### config.mk
export PLATFORM = sky130hd
export DESIGN_NAME = piecewise_linear_table_interpolator_top
export DESIGN_NICKNAME = d
export VERILOG_FILES = /design/src/sv/pwl_pkg.sv /design/src/sv/pwl_ram.sv /design/src/sv/pwl_ctrl.sv /design/src/sv/pwl_dp.sv /design/src/sv/piecewise_linear_table_interpolator_top.sv
export SDC_FILE = /design/constraint.sdc
export NUM_CORES = 2
export LEC_CHECK = 0
export BUFFER_PORTS_ARGS = -buffer_cell sky130_fd_sc_hd__buf_2
export CAP_MARGIN = 40
export CORE_ASPECT_RATIO = 1.1
export CORE_MARGIN = 2
export CORE_UTILIZATION = 35
export CTS_CLUSTER_SIZE = 40
export DETAILED_ROUTE_END_ITERATION = 8
export PLACE_DENSITY_LB_ADDON = 0.08
export SYNTH_ARGS = -nofsm -noshare
export SYNTH_HDL_FRONTEND = slang
export SYNTH_SLANG_ARGS = --single-unit
export TNS_END_PERCENT = 5
### constraint.sdc
create_clock -name i_clk -period 12 [get_ports i_clk]
set_input_delay 1.8 -clock i_clk [delete_from_list [all_inputs] [get_ports i_clk]]
set_output_delay 1.8 -clock i_clk [all_outputs]
set_load 0.05 [all_outputs]
### src/sv/pwl_pkg.sv
// ----------------------------------------------------------------------------
// pwl_pkg
// Shared widths, status codes and controller/datapath interface types for
// the piecewise linear table interpolator.
// ----------------------------------------------------------------------------
package pwl_pkg;

    localparam int TABLE_DEPTH = 64;
    localparam int ADDR_W      = $clog2(TABLE_DEPTH);
    localparam int USED_W      = $clog2(TABLE_DEPTH + 1);
    localparam int CNT_W       = 7;
    localparam int IDX_W       = 6;
    localparam int WL_W        = 16;
    localparam int REFL_W      = 16;
    localparam int ENTRY_W     = WL_W + REFL_W;
    localparam int PROD_W      = WL_W + REFL_W;
    localparam int NUM_W       = PROD_W + 1;
    localparam int DIV_CNT_W   = $clog2(REFL_W);

    typedef enum logic [2:0] {
        ST_INTERP = 3'd0,
        ST_LOW    = 3'd1,
        ST_HIGH   = 3'd2,
        ST_EMPTY  = 3'd3,
        ST_NOSEG  = 3'd4
    } t_status;

    typedef struct packed {
        logic    accept;      // request taken this cycle
        logic    load_first;  // first entry on the read port
        logic    load_last;   // last entry on the read port
        logic    scan_start;
        logic    scan_step;
        logic    mul_a;
        logic    mul_b;
        logic    div_init;
        logic    div_step;
        logic    set_res;
        t_status res_code;
        logic    out_load;
    } t_cmd;

    typedef struct packed {
        logic is_query;
        logic is_empty;
        logic low_hit;
        logic high_hit;
        logic scan_hit;
        logic seg_bad;
        logic scan_end;
        logic out_free;
    } t_sts;

endpackage

### src/sv/pwl_ram.sv
// ----------------------------------------------------------------------------
// pwl_ram
// Generic single write port, single read port RAM with registered read data.
// ----------------------------------------------------------------------------
module pwl_ram #(
    parameter int WIDTH = 32,
    parameter int DEPTH = 64
) (
    input  logic                     i_clk,
    input  logic                     i_we,
    input  logic [$clog2(DEPTH)-1:0] i_waddr,
    input  logic [WIDTH-1:0]         i_wdata,
    input  logic [$clog2(DEPTH)-1:0] i_raddr,
    output logic [WIDTH-1:0]         o_rdata
);

    logic [WIDTH-1:0] r_mem [DEPTH];
    logic [WIDTH-1:0] r_rdata;

    always_ff @(posedge i_clk) begin
        if (i_we) begin
            r_mem[i_waddr] <= i_wdata;
        end
        r_rdata <= r_mem[i_raddr];
    end

    assign o_rdata = r_rdata;

endmodule

### src/sv/pwl_ctrl.sv
// ----------------------------------------------------------------------------
// pwl_ctrl
// Sequencer for table writes and queries: clamp checks, breakpoint scan,
// multiply steps and the bit-serial divide.
// ----------------------------------------------------------------------------
module pwl_ctrl import pwl_pkg::*; (
    input  logic i_clk,
    input  logic i_rst_n,
    input  logic i_in_valid,
    output logic o_in_stall,
    input  t_sts i_sts,
    output t_cmd o_cmd
);

    typedef enum logic [11:0] {
        S_IDLE    = 12'b0000_0000_0001,
        S_FIRST_W = 12'b0000_0000_0010,
        S_FIRST   = 12'b0000_0000_0100,
        S_LAST_W  = 12'b0000_0000_1000,
        S_LAST    = 12'b0000_0001_0000,
        S_SCAN_W  = 12'b0000_0010_0000,
        S_SCAN    = 12'b0000_0100_0000,
        S_MUL_A   = 12'b0000_1000_0000,
        S_MUL_B   = 12'b0001_0000_0000,
        S_SUM     = 12'b0010_0000_0000,
        S_DIV     = 12'b0100_0000_0000,
        S_DONE    = 12'b1000_0000_0000
    } t_state;

    localparam logic [DIV_CNT_W-1:0] DivLast = DIV_CNT_W'(REFL_W - 1);

    t_state               r_state;
    t_state               n_state;
    logic [DIV_CNT_W-1:0] r_div_cnt;
    logic [DIV_CNT_W-1:0] n_div_cnt;
    t_cmd                 cmd;

    assign o_in_stall = (r_state != S_IDLE);

    always_comb begin
        n_state   = r_state;
        n_div_cnt = r_div_cnt;
        cmd       = '0;
        cmd.res_code = ST_INTERP;
        case (r_state)
            S_IDLE: begin
                if (i_in_valid) begin
                    cmd.accept = 1'b1;
                    if (i_sts.is_query) begin
                        if (i_sts.is_empty) begin
                            cmd.set_res  = 1'b1;
                            cmd.res_code = ST_EMPTY;
                            n_state      = S_DONE;
                        end else begin
                            n_state = S_FIRST_W;
                        end
                    end
                end
            end
            S_FIRST_W: n_state = S_FIRST;
            S_FIRST: begin
                cmd.load_first = 1'b1;
                if (i_sts.low_hit) begin
                    cmd.set_res  = 1'b1;
                    cmd.res_code = ST_LOW;
                    n_state      = S_DONE;
                end else begin
                    n_state = S_LAST_W;
                end
            end
            S_LAST_W: n_state = S_LAST;
            S_LAST: begin
                cmd.load_last = 1'b1;
                if (i_sts.high_hit) begin
                    cmd.set_res  = 1'b1;
                    cmd.res_code = ST_HIGH;
                    n_state      = S_DONE;
                end else begin
                    n_state = S_SCAN_W;
                end
            end
            S_SCAN_W: begin
                cmd.scan_start = 1'b1;
                n_state        = S_SCAN;
            end
            S_SCAN: begin
                cmd.scan_step = 1'b1;
                if (i_sts.scan_hit) begin
                    if (i_sts.seg_bad) begin
                        cmd.set_res  = 1'b1;
                        cmd.res_code = ST_NOSEG;
                        n_state      = S_DONE;
                    end else begin
                        n_state = S_MUL_A;
                    end
                end else if (i_sts.scan_end) begin
                    cmd.set_res  = 1'b1;
                    cmd.res_code = ST_NOSEG;
                    n_state      = S_DONE;
                end
            end
            S_MUL_A: begin
                cmd.mul_a = 1'b1;
                n_state   = S_MUL_B;
            end
            S_MUL_B: begin
                cmd.mul_b = 1'b1;
                n_state   = S_SUM;
            end
            S_SUM: begin
                cmd.div_init = 1'b1;
                n_div_cnt    = '0;
                n_state      = S_DIV;
            end
            S_DIV: begin
                cmd.div_step = 1'b1;
                n_div_cnt    = r_div_cnt + 1'b1;
                if (r_div_cnt == DivLast) begin
                    cmd.set_res  = 1'b1;
                    cmd.res_code = ST_INTERP;
                    n_state      = S_DONE;
                end
            end
            S_DONE: begin
                // hold until the output register can take the result
                if (i_sts.out_free) begin
                    cmd.out_load = 1'b1;
                    n_state      = S_IDLE;
                end
            end
            default: n_state = S_IDLE;
        endcase
    end

    assign o_cmd = cmd;

    always_ff @(posedge i_clk) begin
        if (!i_rst_n) begin
            r_state   <= S_IDLE;
            r_div_cnt <= '0;
        end else begin
            r_state   <= n_state;
            r_div_cnt <= n_div_cnt;
        end
    end

endmodule

### src/sv/pwl_dp.sv
// ----------------------------------------------------------------------------
// pwl_dp
// Datapath: breakpoint RAM, count register, clamp and segment compares,
// shared multiplier, restoring divider and output register.
// ----------------------------------------------------------------------------
module pwl_dp import pwl_pkg::*; (
    input  logic              i_clk,
    input  logic              i_rst_n,
    input  logic              i_cfg_we,
    input  logic [CNT_W-1:0]  i_cfg_wdata,
    input  logic              i_func,
    input  logic [IDX_W-1:0]  i_entry_index,
    input  logic [WL_W-1:0]   i_entry_wavelength,
    input  logic [REFL_W-1:0] i_entry_reflectance,
    input  logic [WL_W-1:0]   i_query_wavelength,
    input  logic              i_out_stall,
    output logic              o_out_valid,
    output logic [REFL_W-1:0] o_reflectance,
    output logic [2:0]        o_status,
    input  t_cmd              i_cmd,
    output t_sts              o_sts
);

    logic [CNT_W-1:0]   r_count;
    logic [USED_W-1:0]  used_cnt;
    logic [ADDR_W-1:0]  last_addr;

    logic [WL_W-1:0]    r_q;
    logic [ADDR_W-1:0]  r_addr;
    logic [ADDR_W-1:0]  r_idx;
    logic [ENTRY_W-1:0] r_prev;
    logic [WL_W-1:0]    r_d1;
    logic [WL_W-1:0]    r_d0;
    logic [WL_W-1:0]    r_den;
    logic [REFL_W-1:0]  r_y1;
    logic [PROD_W-1:0]  r_acc;
    logic [PROD_W-1:0]  r_prod;
    logic [WL_W-1:0]    r_rem;
    logic [REFL_W-1:0]  r_quo;
    logic [REFL_W-1:0]  r_res_refl;
    t_status            r_res_st;
    logic               r_out_valid;
    logic [REFL_W-1:0]  r_out_refl;
    t_status            r_out_st;

    logic               ram_we;
    logic [ENTRY_W-1:0] rdata;
    logic [WL_W-1:0]    rd_x;
    logic [REFL_W-1:0]  rd_y;
    logic [WL_W-1:0]    prev_x;
    logic [REFL_W-1:0]  mul_y;
    logic [WL_W-1:0]    mul_d;
    logic [PROD_W-1:0]  prod;
    logic [NUM_W-1:0]   num;
    logic [WL_W:0]      div_t;
    logic               div_ge;
    logic [WL_W:0]      div_diff;
    logic [WL_W-1:0]    n_rem;
    logic [REFL_W-1:0]  n_quo;
    logic [REFL_W-1:0]  res_val;

    // a count past the table depth acts as the full table
    always_comb begin
        if (32'(r_count) > TABLE_DEPTH) begin
            used_cnt = USED_W'(TABLE_DEPTH);
        end else begin
            used_cnt = USED_W'(r_count);
        end
    end
    assign last_addr = ADDR_W'(used_cnt - 1'b1);

    // writes to slots beyond the table are dropped
    assign ram_we = i_cmd.accept && !i_func && (32'(i_entry_index) < TABLE_DEPTH);

    pwl_ram #(
        .WIDTH (ENTRY_W),
        .DEPTH (TABLE_DEPTH)
    ) u_ram (
        .i_clk   (i_clk),
        .i_we    (ram_we),
        .i_waddr (ADDR_W'(i_entry_index)),
        .i_wdata ({i_entry_wavelength, i_entry_reflectance}),
        .i_raddr (r_addr),
        .o_rdata (rdata)
    );

    assign rd_x   = rdata[ENTRY_W-1:REFL_W];
    assign rd_y   = rdata[REFL_W-1:0];
    assign prev_x = r_prev[ENTRY_W-1:REFL_W];

    assign mul_y = i_cmd.mul_b ? r_y1 : r_prev[REFL_W-1:0];
    assign mul_d = i_cmd.mul_b ? r_d0 : r_d1;
    assign prod  = {{(PROD_W-REFL_W){1'b0}}, mul_y} * {{(PROD_W-WL_W){1'b0}}, mul_d};
    assign num   = {1'b0, r_acc} + {1'b0, r_prod};

    // one quotient bit per step
    assign div_t    = {r_rem, r_quo[REFL_W-1]};
    assign div_ge   = (div_t >= {1'b0, r_den});
    assign div_diff = div_t - {1'b0, r_den};
    assign n_rem    = div_ge ? div_diff[WL_W-1:0] : div_t[WL_W-1:0];
    assign n_quo    = {r_quo[REFL_W-2:0], div_ge};

    always_comb begin
        case (i_cmd.res_code)
            ST_LOW, ST_HIGH: res_val = rd_y;
            ST_INTERP:       res_val = n_quo;
            default:         res_val = '0;
        endcase
    end

    always_comb begin
        o_sts          = '0;
        o_sts.is_query = i_func;
        o_sts.is_empty = (used_cnt == '0);
        o_sts.low_hit  = (r_q <= rd_x);
        o_sts.high_hit = (r_q >= rd_x);
        o_sts.scan_hit = (r_q < rd_x);
        o_sts.seg_bad  = (prev_x > r_q) || (rd_x <= prev_x);
        o_sts.scan_end = (r_idx == last_addr);
        o_sts.out_free = !r_out_valid || !i_out_stall;
    end

    always_ff @(posedge i_clk) begin
        if (!i_rst_n) begin
            r_count     <= '0;
            r_out_valid <= 1'b0;
            r_addr      <= '0;
            r_idx       <= '0;
        end else begin
            if (i_cfg_we) begin
                r_count <= i_cfg_wdata;
            end
            if (i_cmd.out_load) begin
                r_out_valid <= 1'b1;
            end else if (!i_out_stall) begin
                r_out_valid <= 1'b0;
            end
            if (i_cmd.accept) begin
                r_addr <= '0;
            end else if (i_cmd.load_first) begin
                r_addr <= last_addr;
            end else if (i_cmd.load_last) begin
                r_addr <= ADDR_W'(1);
            end else if (i_cmd.scan_start || i_cmd.scan_step) begin
                r_addr <= r_addr + 1'b1;
            end
            if (i_cmd.scan_start) begin
                r_idx <= ADDR_W'(1);
            end else if (i_cmd.scan_step) begin
                r_idx <= r_idx + 1'b1;
            end
        end
    end

    always_ff @(posedge i_clk) begin
        if (i_cmd.accept) begin
            r_q <= i_query_wavelength;
        end
        if (i_cmd.load_first) begin
            r_prev <= rdata;
        end
        if (i_cmd.scan_step) begin
            if (o_sts.scan_hit) begin
                r_d1  <= rd_x - r_q;
                r_d0  <= r_q - prev_x;
                r_den <= rd_x - prev_x;
                r_y1  <= rd_y;
            end else begin
                r_prev <= rdata;
            end
        end
        if (i_cmd.mul_a) begin
            r_acc <= prod;
        end
        if (i_cmd.mul_b) begin
            r_prod <= prod;
        end
        // the quotient fits the result, so the upper numerator bits start the remainder
        if (i_cmd.div_init) begin
            r_rem <= num[NUM_W-2:REFL_W];
            r_quo <= num[REFL_W-1:0];
        end else if (i_cmd.div_step) begin
            r_rem <= n_rem;
            r_quo <= n_quo;
        end
        if (i_cmd.set_res) begin
            r_res_refl <= res_val;
            r_res_st   <= i_cmd.res_code;
        end
        if (i_cmd.out_load) begin
            r_out_refl <= r_res_refl;
            r_out_st   <= r_res_st;
        end
    end

    assign o_out_valid   = r_out_valid;
    assign o_reflectance = r_out_refl;
    assign o_status      = r_out_st;

endmodule

### src/sv/piecewise_linear_table_interpolator_top.sv
// Paths from accept to output register load: empty table, low clamp, high
// clamp, and interpolation, which scans up to the first breakpoint above the
// query (index 1 to 63). A write request is taken while idle and leaves it idle.
// Throughput: one request at a time; the next is taken no earlier than the cycle
// after the result loads, so a query holds off the input until then.
// ----------------------------------------------------------------------------
// piecewise_linear_table_interpolator_top
// Breakpoint table with clamped linear interpolation of reflectance. Reset
// clears the entry count, control state and output valid; table contents stay.
// ----------------------------------------------------------------------------
module piecewise_linear_table_interpolator_top import pwl_pkg::*; (
    input  logic              i_clk,
    input  logic              i_rst_n,
    input  logic              i_cfg_we,
    input  logic [CNT_W-1:0]  i_cfg_wdata,
    input  logic              i_in_valid,
    output logic              o_in_stall,
    input  logic              i_func,
    input  logic [IDX_W-1:0]  i_entry_index,
    input  logic [WL_W-1:0]   i_entry_wavelength,
    input  logic [REFL_W-1:0] i_entry_reflectance,
    input  logic [WL_W-1:0]   i_query_wavelength,
    output logic              o_out_valid,
    input  logic              i_out_stall,
    output logic [REFL_W-1:0] o_reflectance,
    output logic [2:0]        o_status
);

    t_cmd cmd;
    t_sts sts;

    pwl_ctrl u_ctrl (
        .i_clk      (i_clk),
        .i_rst_n    (i_rst_n),
        .i_in_valid (i_in_valid),
        .o_in_stall (o_in_stall),
        .i_sts      (sts),
        .o_cmd      (cmd)
    );

    pwl_dp u_dp (
        .i_clk               (i_clk),
        .i_rst_n             (i_rst_n),
        .i_cfg_we            (i_cfg_we),
        .i_cfg_wdata         (i_cfg_wdata),
        .i_func              (i_func),
        .i_entry_index       (i_entry_index),
        .i_entry_wavelength  (i_entry_wavelength),
        .i_entry_reflectance (i_entry_reflectance),
        .i_query_wavelength  (i_query_wavelength),
        .i_out_stall         (i_out_stall),
        .o_out_valid         (o_out_valid),
        .o_reflectance       (o_reflectance),
        .o_status            (o_status),
        .i_cmd               (cmd),
        .o_sts               (sts)
    );

endmodule

==> key figures <==
Run status
  – Status: finished, final reports clean

Timing
  – Min cycle time layout: 8.12 ns
  – Setup_tns: 0 ns
  – RSZ-0062 raised after global routing: no
  – Clock Skew: 0.0431 ns
  – Setup violators final: 0
  – Worst slew pin tran: 0.990 ns
  – Fmax: 123 MHz
  – Final hold viol count: 0
  – Slew Viols, Final: 0
  – Max_slew headroom: 32.1%
  – Crit share post-route: 67.6%

Critical path
  – Req. time, crit path: 12.61 ns
  – Worst-case reg-to-reg path depth: 28
  – FF-to-FF End: u_dp.r_prod[31]$_DFFE_PP_
  – WS Path Type: flop to flop
  – Worst path most repeated cell: fa_1
  – Worst Setup Start Kind: flop
  – Crit path max fanout: 37
  – CP peak stage delay: 0.55 ns
  – CP bufs+invs: 7
  – CP max-delay cell: fa_1
  – R2R setup slack: 3.88 ns
  – CP top delay family: adder cells
  – RR Startpoint: u_ctrl.r_state[1]$_SDFFE_PN0P_
  – Crit. End Element: flop
  – Crit path DAT: 8.73 ns

Floorplan
  – Rows: 207
  – Die Area: 0.295 mm²
  – Die W: 518 µm
  – Die Y-Extent: 570 µm
  – Starting density of the core: 35.2%
  – Num ports: 88
  – Total core area: 0.289 mm²

Drt
  – WL/cell: 30.1 µm
  – Vias: 51.3k
  – Post-Route WL: 294000 µm
  – Antenna-violating nets left: 0
  – Drt drc: 0
  – Vias per cell: 5.26
  – Pre-antenna DRT Iters: 5
  – Initial DRC Count: 4280

Cells and area
  – Post-route core utilization: 40.7%
  – Share of cells above drive strength 1: 25.8%
  – Area grow syn2layout: 15.8%
  – Fin nets: 6150

Synthesis
  – Count leader, synth: edfxtp_1
  – Top post-synthesis cells by count: 2262 x edfxtp_1, 662 x mux4_2, 305 x inv_1
  – EDFF count, synth: 2262
  – Synthesized flop and latch total: 2362
  – Main synth FF type: edfxtp_1
  – Post-synth cell types: 90
  – Synth warn: 0
  – Syn Area/Cell: 19.1 µm²
  – Area contributors post-synth: edfxtp_1 67%, mux4_2 15%, fa_1 3.9%, ha_1 2.5%, dfxtp_1 2.0%
  – Yosys top cell by area: edfxtp_1
  – Synth top area share: 66.7%
  – Sequential share of the synthesized area: 68.7%
  – Cell Area, Synth: 0.102 mm²
  – Mapped Cells: 5332
  – Synth Net Count: 5802
  – Fraction of registers with async set/reset: 0%

Pwr
  – Maximum resistive drop on vdd: 0.407 mV
  – Leakage power: 38.3 nW
  – Cell area power density: 228 mW/mm²

Placement
  – Placer Congestion: 0.864
  – Dpl hpwl: 184000 µm
  – PortBufs: 87

Global route
  – Vias in the first global route: 54.4k
  – First-pass GRT wire length: 418000 µm
  – Initial antenna violation count: 29
  – GRT Resource Usage Total: 19.8%
  – Total gr overflow: 0
  – Largest net degree at the start of global routing: 98

CTS
  – Clock Path Buffers: 4
  – Max H-tree Level: 5
  – Clk_lat worst skew: 0.90 ns
  – Post-CTS Repair Setup Buffers: 0
  – Number of hold buffers added after cts: 0
  – Root Driver: clkbuf_16
  – TritonCTS clock tree: yes
  – Worst-path clk slew: 0.06 ns
  – Sink Count: 2362
  – Post-CTS Resized: 0
  – TritonCTS Buffers: 269

Min path
  – Hold Path Stages: 0
  – Worst Hold End: u_dp.o_reflectance[0]$_DFFE_PP_
  – Hold Crit Class: flop to flop
  – Hold_sp: u_dp.r_res_refl[0]$_DFFE_PP_

Run
  – Maxcap violations: 0
==> worst register-to-register path: cells and delay by family, from the launching register on <==
| kind | cells | cell delay, ns |
|---|---|---|
| and+or+nand+nor | 6 | 1.24 |
| AOI/OAI and AO/OA | 6 | 1.40 |
| adders and majority gates | 7 | 3.38 |
| buffers and inverters | 7 | 0.74 |
| xor gates and xnor gates | 1 | 0.14 |
| muxes | 1 | 0.59 |
| DFF | 1 | 0.39 |
==> registers in the layout (all words and copies together), names as in the netlist, 12 cells and up <==
register / flops
u_dp.u_ram.r_mem: 2048
u_dp.r_acc: 32
u_dp.r_prev: 32
u_dp.r_prod: 32
u_dp.u_ram.o_rdata: 32
u_dp.o_reflectance: 16
u_dp.r_d0: 16
u_dp.r_d1: 16
u_dp.r_den: 16
u_dp.r_q: 16
u_dp.r_quo: 16
u_dp.r_rem: 16
u_dp.r_res_refl: 16
u_dp.r_y1: 16
u_ctrl.r_state: 12
==> cells by family (layout without fill, tap and decap cells) <==
logic type / count (synthesis) / after routing / synth area share (%)
fa+ha+maj: 403 / 403 / 6.42
mux: 787 / 787 / 16.0
simple gates: 758 / 758 / 3.40
xor+xnor: 108 / 108 / 0.937
other cells: 0 / 7 / 0
buf+inv: 519 / 1081 / 2.01
flops: 2362 / 2362 / 68.7
compound gates: 395 / 395 / 2.56
==> layout by cell type (no fill, tap or decap), types with 10 or more instances in the layout <==
cell type	synthesis	layout
edfxtp_1	2262	2262
mux4_2	662	662
inv_1	305	305
clkbuf_16	0	275
nand2_1	266	266
nor2_1	281	216
ha_1	204	204
fa_1	199	199
buf_4	0	126
a21oi_1	103	102
dfxtp_1	100	94
buf_2	64	89
o21ai_0	80	80
mux2_2	74	74
xnor2_1	71	71
nor2_4	0	65
clkinv_1	1	57
clkbuf_1	113	54
buf_12	0	52
mux2i_1	51	47
clkinv_2	0	38
nand3_1	37	36
xor2_1	36	36
a21o_1	27	27
o21ai_1	27	26
nor3_1	26	26
nor2b_1	23	23
bufinv_16	0	22
o21a_1	21	21
and3_1	19	19
a22o_1	17	17
nand2b_1	16	16
o21bai_1	15	15
nand4_1	15	15
buf_16	0	14
o211ai_1	12	12
and2_1	11	11
inv_6	0	11
a211oi_1	10	10
a21boi_0	10	10
==> routing by layer <==
layer,share of wire (%),routed length (µm),GRT usage [%]
met5,0.027,80,0
met4,2.3,6870,4.95
met3,4.0,11800,2.44
met2,50,146000,33.6
met1,44,129000,27.1
==> where the power goes <==
part           total [mW]  switching (mW)  internal, mW  leakage, nW
sequential           9.95           0.122          9.83         21.2
combinational        8.80            5.23          3.57         13.0
clock                8.11            3.38          4.73         4.19
total                26.9            8.74          18.1         38.3
==> how the worst max path moves through the flow <==
stage | start | endpoint | slack, ns | cells past startpoint
finish | u_ctrl.r_state[1]$_SDFFE_PN0P_ | u_dp.r_prod[31]$_DFFE_PP_ | 3.88 | 28
global route | u_ctrl.r_state[1]$_SDFFE_PN0P_ | u_dp.r_prod[31]$_DFFE_PP_ | 3.45 | 28
CTS | u_ctrl.r_state[1]$_SDFFE_PN0P_ | u_dp.r_prod[31]$_DFFE_PP_ | 3.73 | 27
detailed placement | u_ctrl.r_state[1]$_SDFFE_PN0P_ | u_dp.r_prod[31]$_DFFE_PP_ | 3.74 | 27
global placement | u_ctrl.r_state[2]$_SDFFE_PN0P_ | u_dp.r_acc[31]$_DFFE_PP_ | 3.65 | 26
floorplan | u_ctrl.r_state[7]$_SDFFE_PN0P_ | u_dp.r_acc[31]$_DFFE_PP_ | 4.05 | 31
==> final cells by class <==
cell class	count	area [µm²]
clock inverter	153	1480
sequential	2362	69900
fill	25800	171000
antenna	7	17.5
clock buffer	332	7130
tap	3866	4840
multi-input combinational	2451	30300
inverter	306	1150
timing repair buffer	290	2940
==> stage by stage <==
step / worst slack, ns / instances / cell area [µm²] / hold slack (ns) / power (mW)
2_1_floorplan: 4.05 / 5332 / 102000 / 0.400 / 16.3
3_3_place_gp: 3.65 / 9196 / 108000 / 0.402 / 18.8
3_5_place_dp: 3.74 / 9274 / 109000 / 0.405 / 18.9
4_1_cts: 3.73 / 9759 / 118000 / 0.417 / 27.1
5_1_grt: 3.45 / 9765 / 118000 / 0.422 / 28.4
6_report: 3.88 / 9767 / 118000 / 0.416 / 26.9
Note: power is estimated with default switching activity, not from simulation.
